$ cat config.mk
export PLATFORM = sky130hd
export DESIGN_NAME = dda_line_rasterizer_flat
export DESIGN_NICKNAME = d
export VERILOG_FILES = /design/src/sv/dda_pkg.sv /design/src/sv/dda_seg_if.sv /design/src/sv/dda_pix_if.sv /design/src/sv/dda_line_rasterizer.sv /design/src/flat_wrapper.sv
export SDC_FILE = /design/constraint.sdc
export NUM_CORES = 1
export LEC_CHECK = 0
export BUFFER_PORTS_ARGS = -buffer_cell sky130_fd_sc_hd__clkbuf_2
export CORE_UTILIZATION = 45
export CTS_CLUSTER_SIZE = 8
export DETAILED_ROUTE_END_ITERATION = 10
export PLACE_DENSITY_LB_ADDON = 0.08
export SLEW_MARGIN = 10
export SYNTH_ARGS = -nofsm -noshare
export SYNTH_HDL_FRONTEND = slang
export SYNTH_SLANG_ARGS = --single-unit
$ cat constraint.sdc
create_clock -name clk -period 4.4 [get_ports clk]
set_input_delay 0.88 -clock clk [delete_from_list [all_inputs] [get_ports clk]]
set_output_delay 0.88 -clock clk [all_outputs]
set_load 0.02 [all_outputs]
$ cat src/sv/dda_pkg.sv
// shared types, constants and state encoding for the dda line rasterizer
package dda_pkg;

    // width of one signed grid coordinate
    localparam int COORD_W = 6;

    // default grid half extents
    localparam int HALF_WIDTH_DEF  = 32;
    localparam int HALF_HEIGHT_DEF = 24;

    typedef logic signed [COORD_W-1:0] coord_t;

    // sequencer states
    typedef enum logic [1:0] {
        ST_IDLE,
        ST_SETUP,
        ST_RUN
    } dda_state_t;

endpackage

$ cat src/sv/dda_seg_if.sv
// valid/ready channel carrying one line segment item
interface dda_seg_if;
    logic            valid;
    logic            ready;
    dda_pkg::coord_t start_x;
    dda_pkg::coord_t start_y;
    dda_pkg::coord_t end_x;
    dda_pkg::coord_t end_y;

    modport source (output valid, output start_x, output start_y,
                    output end_x, output end_y, input ready);
    modport sink   (input valid, input start_x, input start_y,
                    input end_x, input end_y, output ready);
endinterface

$ cat src/sv/dda_pix_if.sv
// valid/ready channel carrying one plotted pixel item
interface dda_pix_if;
    logic            valid;
    logic            ready;
    dda_pkg::coord_t pixel_x;
    dda_pkg::coord_t pixel_y;
    logic            last_pixel;

    modport source (output valid, output pixel_x, output pixel_y,
                    output last_pixel, input ready);
    modport sink   (input valid, input pixel_x, input pixel_y,
                    input last_pixel, output ready);
endinterface

$ cat src/sv/dda_line_rasterizer.sv
// top level of the dda line rasterizer: segment in, pixel stream out
//
// A segment item is taken only while the block is idle. Its endpoints are
// clamped to the grid, then the setup state forms dx, dy and
// steps = max(|dx|, |dy|). After that the block shows one pixel per cycle
// while the sink takes them, steps+1 pixels in all, the final one flagged
// with last_pixel. The next segment is accepted in the cycle after the
// last pixel leaves. Each axis is tracked as quotient and remainder of
// start*steps + i*d over steps by one small add/compare step per pixel,
// so every point is the exact rounded value, halves away from zero,
// with no divider and no drift.
module dda_line_rasterizer #(
    parameter int HALF_WIDTH  = dda_pkg::HALF_WIDTH_DEF,
    parameter int HALF_HEIGHT = dda_pkg::HALF_HEIGHT_DEF
) (
    input  logic          clk,
    input  logic          rst_n,
    dda_seg_if.sink       seg_in,
    dda_pix_if.source     pix_out
);

    localparam int CW = dda_pkg::COORD_W;

    // saturate a coordinate to [lo, hi]
    function automatic dda_pkg::coord_t clamp_coord(input dda_pkg::coord_t v,
                                                    input int lo, input int hi);
        int vi;
        vi = int'(v);
        if (vi < lo)
            vi = lo;
        else if (vi > hi)
            vi = hi;
        return dda_pkg::coord_t'(vi);
    endfunction

    // state registers
    dda_pkg::dda_state_t state_reg, state_next;

    dda_pkg::coord_t     x1_reg, y1_reg, x2_reg, y2_reg;
    logic signed [CW:0]  dx_reg, dy_reg;
    logic [CW-1:0]       steps_reg, steps_next;
    logic [CW-1:0]       idx_reg;
    logic signed [CW:0]  qx_reg, qx_next, qy_reg, qy_next;
    logic [CW-1:0]       rx_reg, rx_next, ry_reg, ry_next;

    logic seg_acc;
    logic pix_acc;
    logic is_last;

    logic signed [CW:0]   dx_c, dy_c;
    logic [CW-1:0]        adx_c, ady_c;
    logic signed [CW+1:0] sx_c, sy_c;
    logic                 rnd_x, rnd_y;
    logic signed [CW:0]   px_c, py_c;

    assign seg_acc = seg_in.valid && seg_in.ready;
    assign pix_acc = pix_out.valid && pix_out.ready;
    assign is_last = (idx_reg == steps_reg);

    // setup arithmetic: deltas and step count
    always_comb
    begin
        dx_c  = {x2_reg[CW-1], x2_reg} - {x1_reg[CW-1], x1_reg};
        dy_c  = {y2_reg[CW-1], y2_reg} - {y1_reg[CW-1], y1_reg};
        adx_c = dx_c[CW] ? CW'(-dx_c) : dx_c[CW-1:0];
        ady_c = dy_c[CW] ? CW'(-dy_c) : dy_c[CW-1:0];
        steps_next = (adx_c > ady_c) ? adx_c : ady_c;
    end

    // per-pixel advance of quotient and remainder for both axes
    always_comb
    begin
        sx_c = $signed({2'b00, rx_reg}) + {dx_reg[CW], dx_reg};
        sy_c = $signed({2'b00, ry_reg}) + {dy_reg[CW], dy_reg};
        qx_next = qx_reg;
        qy_next = qy_reg;
        if (sx_c >= $signed({2'b00, steps_reg}))
        begin
            rx_next = CW'(sx_c - $signed({2'b00, steps_reg}));
            qx_next = qx_reg + $signed({{CW{1'b0}}, 1'b1});
        end
        else if (sx_c < 0)
        begin
            rx_next = CW'(sx_c + $signed({2'b00, steps_reg}));
            qx_next = qx_reg - $signed({{CW{1'b0}}, 1'b1});
        end
        else
        begin
            rx_next = sx_c[CW-1:0];
        end
        if (sy_c >= $signed({2'b00, steps_reg}))
        begin
            ry_next = CW'(sy_c - $signed({2'b00, steps_reg}));
            qy_next = qy_reg + $signed({{CW{1'b0}}, 1'b1});
        end
        else if (sy_c < 0)
        begin
            ry_next = CW'(sy_c + $signed({2'b00, steps_reg}));
            qy_next = qy_reg - $signed({{CW{1'b0}}, 1'b1});
        end
        else
        begin
            ry_next = sy_c[CW-1:0];
        end
    end

    // rounding: non-negative values round up at half, negative past half
    always_comb
    begin
        if (steps_reg == '0)
        begin
            rnd_x = 1'b0;
            rnd_y = 1'b0;
        end
        else if (qx_reg[CW])
        begin
            rnd_x = ({rx_reg, 1'b0} > {1'b0, steps_reg});
            rnd_y = qy_reg[CW] ? ({ry_reg, 1'b0} > {1'b0, steps_reg})
                               : ({ry_reg, 1'b0} >= {1'b0, steps_reg});
        end
        else
        begin
            rnd_x = ({rx_reg, 1'b0} >= {1'b0, steps_reg});
            rnd_y = qy_reg[CW] ? ({ry_reg, 1'b0} > {1'b0, steps_reg})
                               : ({ry_reg, 1'b0} >= {1'b0, steps_reg});
        end
        px_c = qx_reg + $signed({{CW{1'b0}}, rnd_x});
        py_c = qy_reg + $signed({{CW{1'b0}}, rnd_y});
    end

    // next state
    always_comb
    begin
        state_next = state_reg;
        case (state_reg)
            dda_pkg::ST_IDLE:
                if (seg_acc)
                    state_next = dda_pkg::ST_SETUP;
            dda_pkg::ST_SETUP:
                state_next = dda_pkg::ST_RUN;
            dda_pkg::ST_RUN:
                if (pix_acc && is_last)
                    state_next = dda_pkg::ST_IDLE;
            default:
                state_next = dda_pkg::ST_IDLE;
        endcase
    end

    // handshake outputs
    always_comb
    begin
        seg_in.ready  = 1'b0;
        pix_out.valid = 1'b0;
        case (state_reg)
            dda_pkg::ST_IDLE:  seg_in.ready  = 1'b1;
            dda_pkg::ST_SETUP: seg_in.ready  = 1'b0;
            dda_pkg::ST_RUN:   pix_out.valid = 1'b1;
            default:           seg_in.ready  = 1'b0;
        endcase
    end

    // pixel payload
    assign pix_out.pixel_x    = px_c[CW-1:0];
    assign pix_out.pixel_y    = py_c[CW-1:0];
    assign pix_out.last_pixel = is_last;

    // control state
    always_ff @(posedge clk or negedge rst_n)
    begin
        if (!rst_n)
        begin
            state_reg <= dda_pkg::ST_IDLE;
            idx_reg   <= '0;
        end
        else
        begin
            state_reg <= state_next;
            if (state_reg == dda_pkg::ST_SETUP)
                idx_reg <= '0;
            else if (pix_acc && !is_last)
                idx_reg <= idx_reg + 1'b1;
        end
    end

    // datapath registers
    always_ff @(posedge clk)
    begin
        if (seg_acc)
        begin
            x1_reg <= clamp_coord(seg_in.start_x, -HALF_WIDTH, HALF_WIDTH - 1);
            y1_reg <= clamp_coord(seg_in.start_y, -HALF_HEIGHT, HALF_HEIGHT - 1);
            x2_reg <= clamp_coord(seg_in.end_x, -HALF_WIDTH, HALF_WIDTH - 1);
            y2_reg <= clamp_coord(seg_in.end_y, -HALF_HEIGHT, HALF_HEIGHT - 1);
        end
        if (state_reg == dda_pkg::ST_SETUP)
        begin
            dx_reg    <= dx_c;
            dy_reg    <= dy_c;
            steps_reg <= steps_next;
            qx_reg    <= {x1_reg[CW-1], x1_reg};
            qy_reg    <= {y1_reg[CW-1], y1_reg};
            rx_reg    <= '0;
            ry_reg    <= '0;
        end
        else if (pix_acc && !is_last)
        begin
            qx_reg <= qx_next;
            qy_reg <= qy_next;
            rx_reg <= rx_next;
            ry_reg <= ry_next;
        end
    end

    // the block never takes a segment while pixels are pending
    a_no_overlap: assert property (@(posedge clk) disable iff (!rst_n)
        !(seg_in.ready && pix_out.valid))
        else $error("segment ready while pixels pending");

    // the final pixel returns the block to idle
    a_last_idle: assert property (@(posedge clk) disable iff (!rst_n)
        (pix_acc && pix_out.last_pixel) |=> seg_in.ready)
        else $error("not idle after final pixel");

    // the step counter never passes the step total while running
    a_idx_range: assert property (@(posedge clk) disable iff (!rst_n)
        pix_out.valid |-> (idx_reg <= steps_reg))
        else $error("step index past step total");

    // remainders stay below the step total on nonzero segments
    a_rem_range: assert property (@(posedge clk) disable iff (!rst_n)
        (pix_out.valid && steps_reg != '0) |-> (rx_reg < steps_reg && ry_reg < steps_reg))
        else $error("remainder out of range");

endmodule

$ cat src/flat_wrapper.sv
// flat-port wrapper written by rule: the top's interface ports become plain ports
module dda_line_rasterizer_flat 
#(
    parameter int HALF_WIDTH  = dda_pkg::HALF_WIDTH_DEF,
    parameter int HALF_HEIGHT = dda_pkg::HALF_HEIGHT_DEF
)
  (clk, rst_n, seg_in_valid, seg_in_start_x, seg_in_start_y, seg_in_end_x, seg_in_end_y, seg_in_ready, pix_out_valid, pix_out_pixel_x, pix_out_pixel_y, pix_out_last_pixel, pix_out_ready);
  dda_seg_if seg_in_i ();
  dda_pix_if pix_out_i ();
  input  logic clk;
  input  logic rst_n;
  input wire logic [$bits(seg_in_i.valid)-1:0] seg_in_valid;
  input wire logic [$bits(seg_in_i.start_x)-1:0] seg_in_start_x;
  input wire logic [$bits(seg_in_i.start_y)-1:0] seg_in_start_y;
  input wire logic [$bits(seg_in_i.end_x)-1:0] seg_in_end_x;
  input wire logic [$bits(seg_in_i.end_y)-1:0] seg_in_end_y;
  output wire logic [$bits(seg_in_i.ready)-1:0] seg_in_ready;
  output wire logic [$bits(pix_out_i.valid)-1:0] pix_out_valid;
  output wire logic [$bits(pix_out_i.pixel_x)-1:0] pix_out_pixel_x;
  output wire logic [$bits(pix_out_i.pixel_y)-1:0] pix_out_pixel_y;
  output wire logic [$bits(pix_out_i.last_pixel)-1:0] pix_out_last_pixel;
  input wire logic [$bits(pix_out_i.ready)-1:0] pix_out_ready;
  assign seg_in_i.valid = seg_in_valid;
  assign seg_in_i.start_x = seg_in_start_x;
  assign seg_in_i.start_y = seg_in_start_y;
  assign seg_in_i.end_x = seg_in_end_x;
  assign seg_in_i.end_y = seg_in_end_y;
  assign seg_in_ready = seg_in_i.ready;
  assign pix_out_valid = pix_out_i.valid;
  assign pix_out_pixel_x = pix_out_i.pixel_x;
  assign pix_out_pixel_y = pix_out_i.pixel_y;
  assign pix_out_last_pixel = pix_out_i.last_pixel;
  assign pix_out_i.ready = pix_out_ready;
  dda_line_rasterizer #(.HALF_WIDTH(HALF_WIDTH), .HALF_HEIGHT(HALF_HEIGHT)) u_core (.clk(clk), .rst_n(rst_n), .seg_in(seg_in_i), .pix_out(pix_out_i));
endmodule
==> qor.csv <==
metric,value,unit
die_w,121.8,um
antenna_found_initial,0,
postLayoutSetupSlackWorst,73.01,ps
mostFrequentLayoutCell,ha_1,
synthAdderAreaFrac,18.70,%
die_area,14840,sq um
met2_usage,35.77,%
synth_fp_nets,811,
hold_viol_final,0,
portBuffers,42,
yosys.area_share.simple,13.55,%
yosysTopAreaCellShare,26.95,%
dp_slack,-110.8,ps
num_vias,5276,
ys_ff_latch,78,
synth-edff-count,58,
cts-root-buf,clkbuf_16,
cts_inserted_buffers,9,
critPathArrivalTime,4430,ps
die_h,121.8,um
clock_sinks,78,
fin_util,53.18,%
ys_dominant_reg_cell,edfxtp_1,
clock_latency,360,ps
cp-end-kind,register,
grt_max_degree,27,
ys_types,63,
drive_gt1_share,15.66,%
io_pins,43,
synth_area_leader_cell,edfxtp_1,
synth-async-reset-ratio,10.26,%
slew_headroom,30.41,%
rrSetupSlack,70,ps
synth_xor_area_share,7.047,%
finalWirelength,15140,um
ys_warn_count,0,
dr.pass1.iters,4,
grt_pass1_wl,24550,um
synthMuxAreaShare,1.742,%
cts_tree,built,
status,completed,
areaGrowthSynthToFinish,14.68,%
routedWlPerCell,16.33,um
ctsHoldBuffers,0,
grt_pass1_vias,5066,
synth.avg_cell_area,9.312,sq um
gp_congestion,0.8831,
synth_top_family_by_area,compound AO/OA/AOI/OAI gates,
clock_tree.buffer_depth,2,
grt_overflow,0,
hp-class,in2async,
nets,859,
via_per_inst,5.691,
fin_setup_tns,0,ps
drtIter0Drc,317,
drc,0,
antenna_left,0,
critPathRequiredTime,4500,ps
startpoint_type,register,
crit_type,reg2reg,
initial_utilization,46.38,%
cts_htree_levels,3,
drv_slew,0,
diodes,0,
grt_use_met3,3.745,%
setup_violations,0,
layout_worst_path_cycle_share,98.34,%
max-cap-violations,0,
fmax,231.1,MHz
rows,43,
grt_setup_unrepaired,true,
syn_inst,694,
crit_fanout,5,
core_area,13930,sq um
grtUsageTotal,21.57,%
clk_pin_slew_worst_paths,70,ps
final_cell_mix,"75 x ha_1, 58 x edfxtp_1, 57 x inv_1",
grt_use_met1,28.04,%
synth_compound_area_share,19.61,%
tightest_slew,1044,ps
grt-busiest-layer,met2,
dp_hpwl,11680,um
synth_area,6462,sq um
yosys-top-cells-area,"edfxtp_1 27%, ha_1 15%, xnor2_1 4.9%, dfxtp_1 3.7%, a21oi_1 3.6%",
synth-seq-area-share,33.77,%
period_minus_slack,4327,ps
clock_skew,12.08,ps
-- worst max-delay path, cell delays in order (launching register included) --
cell,delay (ps)
edfxtp_1,420
ha_4,200
fa_2,380
xor2_2,180
ha_1,330
nor2b_4,140
o21ai_2,140
nand4b_1,230
o2bb2ai_4,210
and2_4,200
inv_6,80
ha_4,210
nor2b_1,150
o31a_1,260
o21a_1,180
or3_1,320
and3_1,190
a221o_1,280
-- cells by family (layout without fill, tap and decap cells) --
logic type,Yosys count,count (layout)
DFF,78,78
adders and majority gates,91,91
buffers and inverters,95,148
xor gates and xnor gates,52,52
muxes,11,11
and+or+nand+nor,178,178
AOI/OAI and AO/OA,189,189
-- what timing repair did --
item	in CTS	in global routing
pin swaps	3	12
setup endpoints to repair	1	4
resized for setup	5	22
setup buffers	1	6
-- stage by stage --
step / hold WS (ps) / instance area (sq um) / instances
global route: 375.2 / 7411 / 927
floorplan: 476.7 / 6485 / 694
CTS: 365.1 / 7261 / 921
finish: 357.5 / 7411 / 927
global placement: 523.5 / 6938 / 904
detailed placement: 525.0 / 6938 / 904
-- layout make-up --
type                            count  area (sq um)
Sequential cell                    78          2183
Multi-Input combinational cell    521          4054
Inverter                           64         245.2
Tap cell                          180         225.2
Timing Repair Buffer               68         405.4
Clock inverter                      6         68.82
Fill cell                        1241          6524
Clock buffer                       10         229.0
-- synth_stat cells (4+ instances only) --
master    instances
a211oi_1          7
a21o_1           14
a21oi_1          46
a31oi_1           5
a32oi_1           4
and2_1            7
clkbuf_1         30
dfrtp_1           8
dfxtp_1          12
edfxtp_1         58
fa_1             10
ha_1             79
inv_1            58
inv_2             6
mux2i_1           9
nand2_1          35
nand2b_1          5
nand3_1          23
nand4_1           9
nor2_1           47
nor2b_1          19
nor3_1           12
o211ai_1          9
o21a_1           15
o21ai_0          33
o21ai_1          13
o21bai_1          4
o311ai_1          5
o31ai_1           4
or3_1             7
or4_1             4
xnor2_1          36
xor2_1           16
-- layer usage --
layer	routed length (um)	vias to the layer above
li1	-	2624
met1	7200	2512
met2	7097	114
met3	459	26
met4	379	0
met5	0	-
-- path summary, 6_finish.rpt --
path,start,to,cells past startpoint
max,u_core.dy_reg[0]$_DFFE_PP_,u_core.qy_reg[6]$_DFFE_PP_,17
min,rst_n,u_core.idx_reg[5]$_DFFE_PN0P_,1
max reg2reg,u_core.dy_reg[0]$_DFFE_PP_,u_core.qy_reg[6]$_DFFE_PP_,17
min reg2reg,u_core.ry_reg[1]$_SDFFE_PP0P_,u_core.ry_reg[1]$_SDFFE_PP0P_,2
max in group asynchronous,rst_n,u_core.state_reg[1]$_DFFE_PN0P_,1
min in group clk,u_core.ry_reg[1]$_SDFFE_PP0P_,u_core.ry_reg[1]$_SDFFE_PP0P_,2
Power is not shown: default switching activity piles up to over one toggle a cycle in this logic, so the estimate is an artifact.
